==> config.mk <==
export PLATFORM = sky130hd
export DESIGN_NAME = fit_first_set
export DESIGN_NICKNAME = d
export VERILOG_FILES = /design/src/hw/rtl/fit_first_set.sv
export SDC_FILE = /design/constraint.sdc
export NUM_CORES = 1
export LEC_CHECK = 0
export BUFFER_PORTS_ARGS = -buffer_cell sky130_fd_sc_hd__buf_2
export CAP_MARGIN = 20
export CORE_MARGIN = 3
export CORE_UTILIZATION = 32
export DETAILED_ROUTE_END_ITERATION = 6
export GPL_ROUTABILITY_DRIVEN = 0
export PLACE_DENSITY = 0.67
export REMOVE_ABC_BUFFERS = 1
export SLEW_MARGIN = 20
export SYNTH_ARGS = -nofsm -noshare
export SYNTH_HDL_FRONTEND = slang
export SYNTH_SLANG_ARGS = --single-unit
==> constraint.sdc <==
create_clock -name vclk -period 1.6
set_clock_uncertainty 0.1 [all_clocks]
set_input_delay 0.16 -clock vclk [all_inputs]
set_output_delay 0.16 -clock vclk [all_outputs]
set_load 0.02 [all_outputs]
==> src/hw/rtl/fit_first_set.sv <==
// ----------------------------------------------------------------------------
// fit_first_set
// Priority encoder: index of the lowest set bit of a vector.
// ----------------------------------------------------------------------------
module fit_first_set #(
    parameter int unsigned N  = 64,
    parameter int unsigned IW = 6
) (
    input  logic [N-1:0]  vec,
    output logic          found,
    output logic [IW-1:0] idx
);

    assign found = |vec;

    // Scan from the top so the lowest set bit wins
    always_comb begin
        idx = '0;
        for (int i = N - 1; i >= 0; i--) begin
            if (vec[i]) begin
                idx = IW'(i);
            end
        end
    end

endmodule

==> reports/qor.csv <==
stage;metric;value;unit
finish;final_common_cell;buf_2;
synth;yosys.area.top_type_share;11.28;%
synth;netlist_area;887.1;sq um
routing;ant_nets;0;
finish;final_nets;331;
setup_path;cp.arrival;1.58;ns
finish;final_cells;295;
timing;rsz0062_at_grt;true;
timing;period_minus_slack;1.838;ns
timing;final.period_utilization;114.9;%
finish;area_delta_synth_final;110.2;%
finish;seqCellArea;0;sq um
power;max-vdd-ir-drop;0.1417;mV
global_route;grt_overflow;0;
timing;max_freq;543.9;MHz
flow_run;drv_cap;0;
timing;setup_viol;7;
routing;via_per_inst;5.434;
die;start_util;34.86;%
setup_path;start_kind;input pin;
routing;drc;0;
finish;layout_common_cells;56 x buf_2, 51 x buf_4, 17 x nor2_1;
timing;worst_slack;-0.2384;ns
global_route;grt_pass1_vias;1441;
synth;synth_area_leaders;nor4_1 11%, nor2_1 8.0%, nor3_1 6.8%;
finish;num-fill-cells;224;
status;violations;setup timing;
die;dieArea;3440;sq um
global_route;grt_use_met2;39.23;%
global_route;gr-usage-met3;0.8772;%
finish;drive_gt1_share;56.60;%
setup_path;crit_path_max_fanout;2;
routing;vias;1603;
finish;diodes;0;
timing;worstMarginPinSlew;0.4984;ns
timing;report.final.slew_viol_count;0;
setup_path;required;1.34;ns
synth;avgSynthCellArea;6.118;sq um
finish;multi_input_area;975.9;sq um
clock_tree;hold_buffers;0;
global_route;grt-busiest-layer;met2;
routing;routed_wl;3667;um
timing;setup-tns-final;-1.152;ns
die;core;2545;sq um
finish;design_area;1864;sq um
routing;dr.pass1.iters;4;
placed_design;placed_cells;295;
power;totalPowerFinal;0.0003672;W
synth;syn-instance-count;145;
global_route;grt_pass1_wl;5692;um
die;die_h;58.65;um
power;p_leak;0.8302;nW
die;die_w;58.65;um
global_route;antenna_found_initial;0;
synth;yosysWarnings;0;
setup_path;cp-end-kind;output port;
setup_path;worstSetupPathType;input pin to output port;
global_route;use_met1;25.16;%
die;num_rows;18;
power;powerDensity;197.0;nW/um^2
placed_design;placed_cell_area;1648;sq um
placed_design;hpwl;2993;um
routing;drt_first_iter_violations;62;
timing;slew_headroom;66.47;%
routing;drt-wirelength-per-cell;12.43;um
timing;hold_viol_final;0;
die;io_pins;71;
min_path;hold_path_class;input pin to output port;
min_path;holdPathStages;5;
placed_design;portBuffers;71;
global_route;grtUsageTotal;20.02;%
synth;synth_seq_area_share;0;%
clock_tree;postCtsSetupRepairBufs;0;
synth;synth_cell_types;40;
status;status;finished with violations;
synth;synth_top_cell_by_area;nor4_1;
finish;clock_buffers;0;
global_route;grt_max_degree;6;
finish;seq_cell_count;0;
placed_design;place_ws;-0.2692;ns
-- logic make-up (layout without fill, tap and decap cells) --
kind of cell           after synthesis  after routing  share of synthesized area, %
AO/OA/AOI/OAI                       47             47                         36.39
buffers and inverters               10            130                         4.232
AND/OR/NAND/NOR                     88             88                         59.38
-- what timing repair did --
item	in CTS	in global routing
resized for setup	31	16
pin swaps	23	15
endpoints found under the setup margin	7	7
-- metrics by stage --
step	hold WS [ns]	util, %
floorplan	0.3918	-
global placement	0.6176	64.75
detailed placement	0.6282	64.75
CTS	0.6317	69.96
global route	0.6621	73.25
finish	0.6380	73.25
-- metal layers --
metal	wire, um	vias up
li1	-	824
met1	1523	722
met2	1884	55
met3	249	2
met4	10	0
met5	0	-
-- report_power, final --
part / switching, W / internal, W / total (W)
Clock: 0 / 0 / 0
Combinational: 0.000167 / 0.000200 / 0.000367
Sequential: 0 / 0 / 0
Total: 0.000167 / 0.000200 / 0.000367
-- synth_stat cells, types with 2 or more instances --
| library cell | instances |
|---|---|
| o21ai_0 | 6 |
| a31oi_1 | 2 |
| nor2b_1 | 4 |
| o211ai_1 | 4 |
| nor2_1 | 19 |
| nor4_1 | 16 |
| nor4_4 | 2 |
| inv_1 | 10 |
| nand3_1 | 6 |
| nand2_1 | 9 |
| a21oi_1 | 10 |
| or4_1 | 3 |
| o21bai_1 | 3 |
| or3_1 | 3 |
| or4_4 | 2 |
| o31ai_1 | 3 |
| a21boi_1 | 2 |
| o311ai_1 | 2 |
| o21a_1 | 3 |
| a211oi_1 | 2 |
| nand2b_1 | 4 |
| nor3_1 | 12 |
-- cell type report --
class,instances,share of cell area (%)
multi-input combinational,135,52.35
timing repair buffer,120,43.62
inverter,10,2.013
tap,30,2.013
-- worst max-delay path, stage by stage --
cell and delay (ns):
buf_6 0.09, or4_4 0.56, nor4_4 0.27, o211ai_1 0.12
o211ai_1 0.13, a21boi_1 0.09, buf_4 0.16
-- final timing paths --
check | from | to | slack [ns]
worst min-delay path | vec[1] | idx[3] | 0.64
worst max-delay path | vec[23] | idx[2] | -0.24
Power figures use the tool's default switching activity.
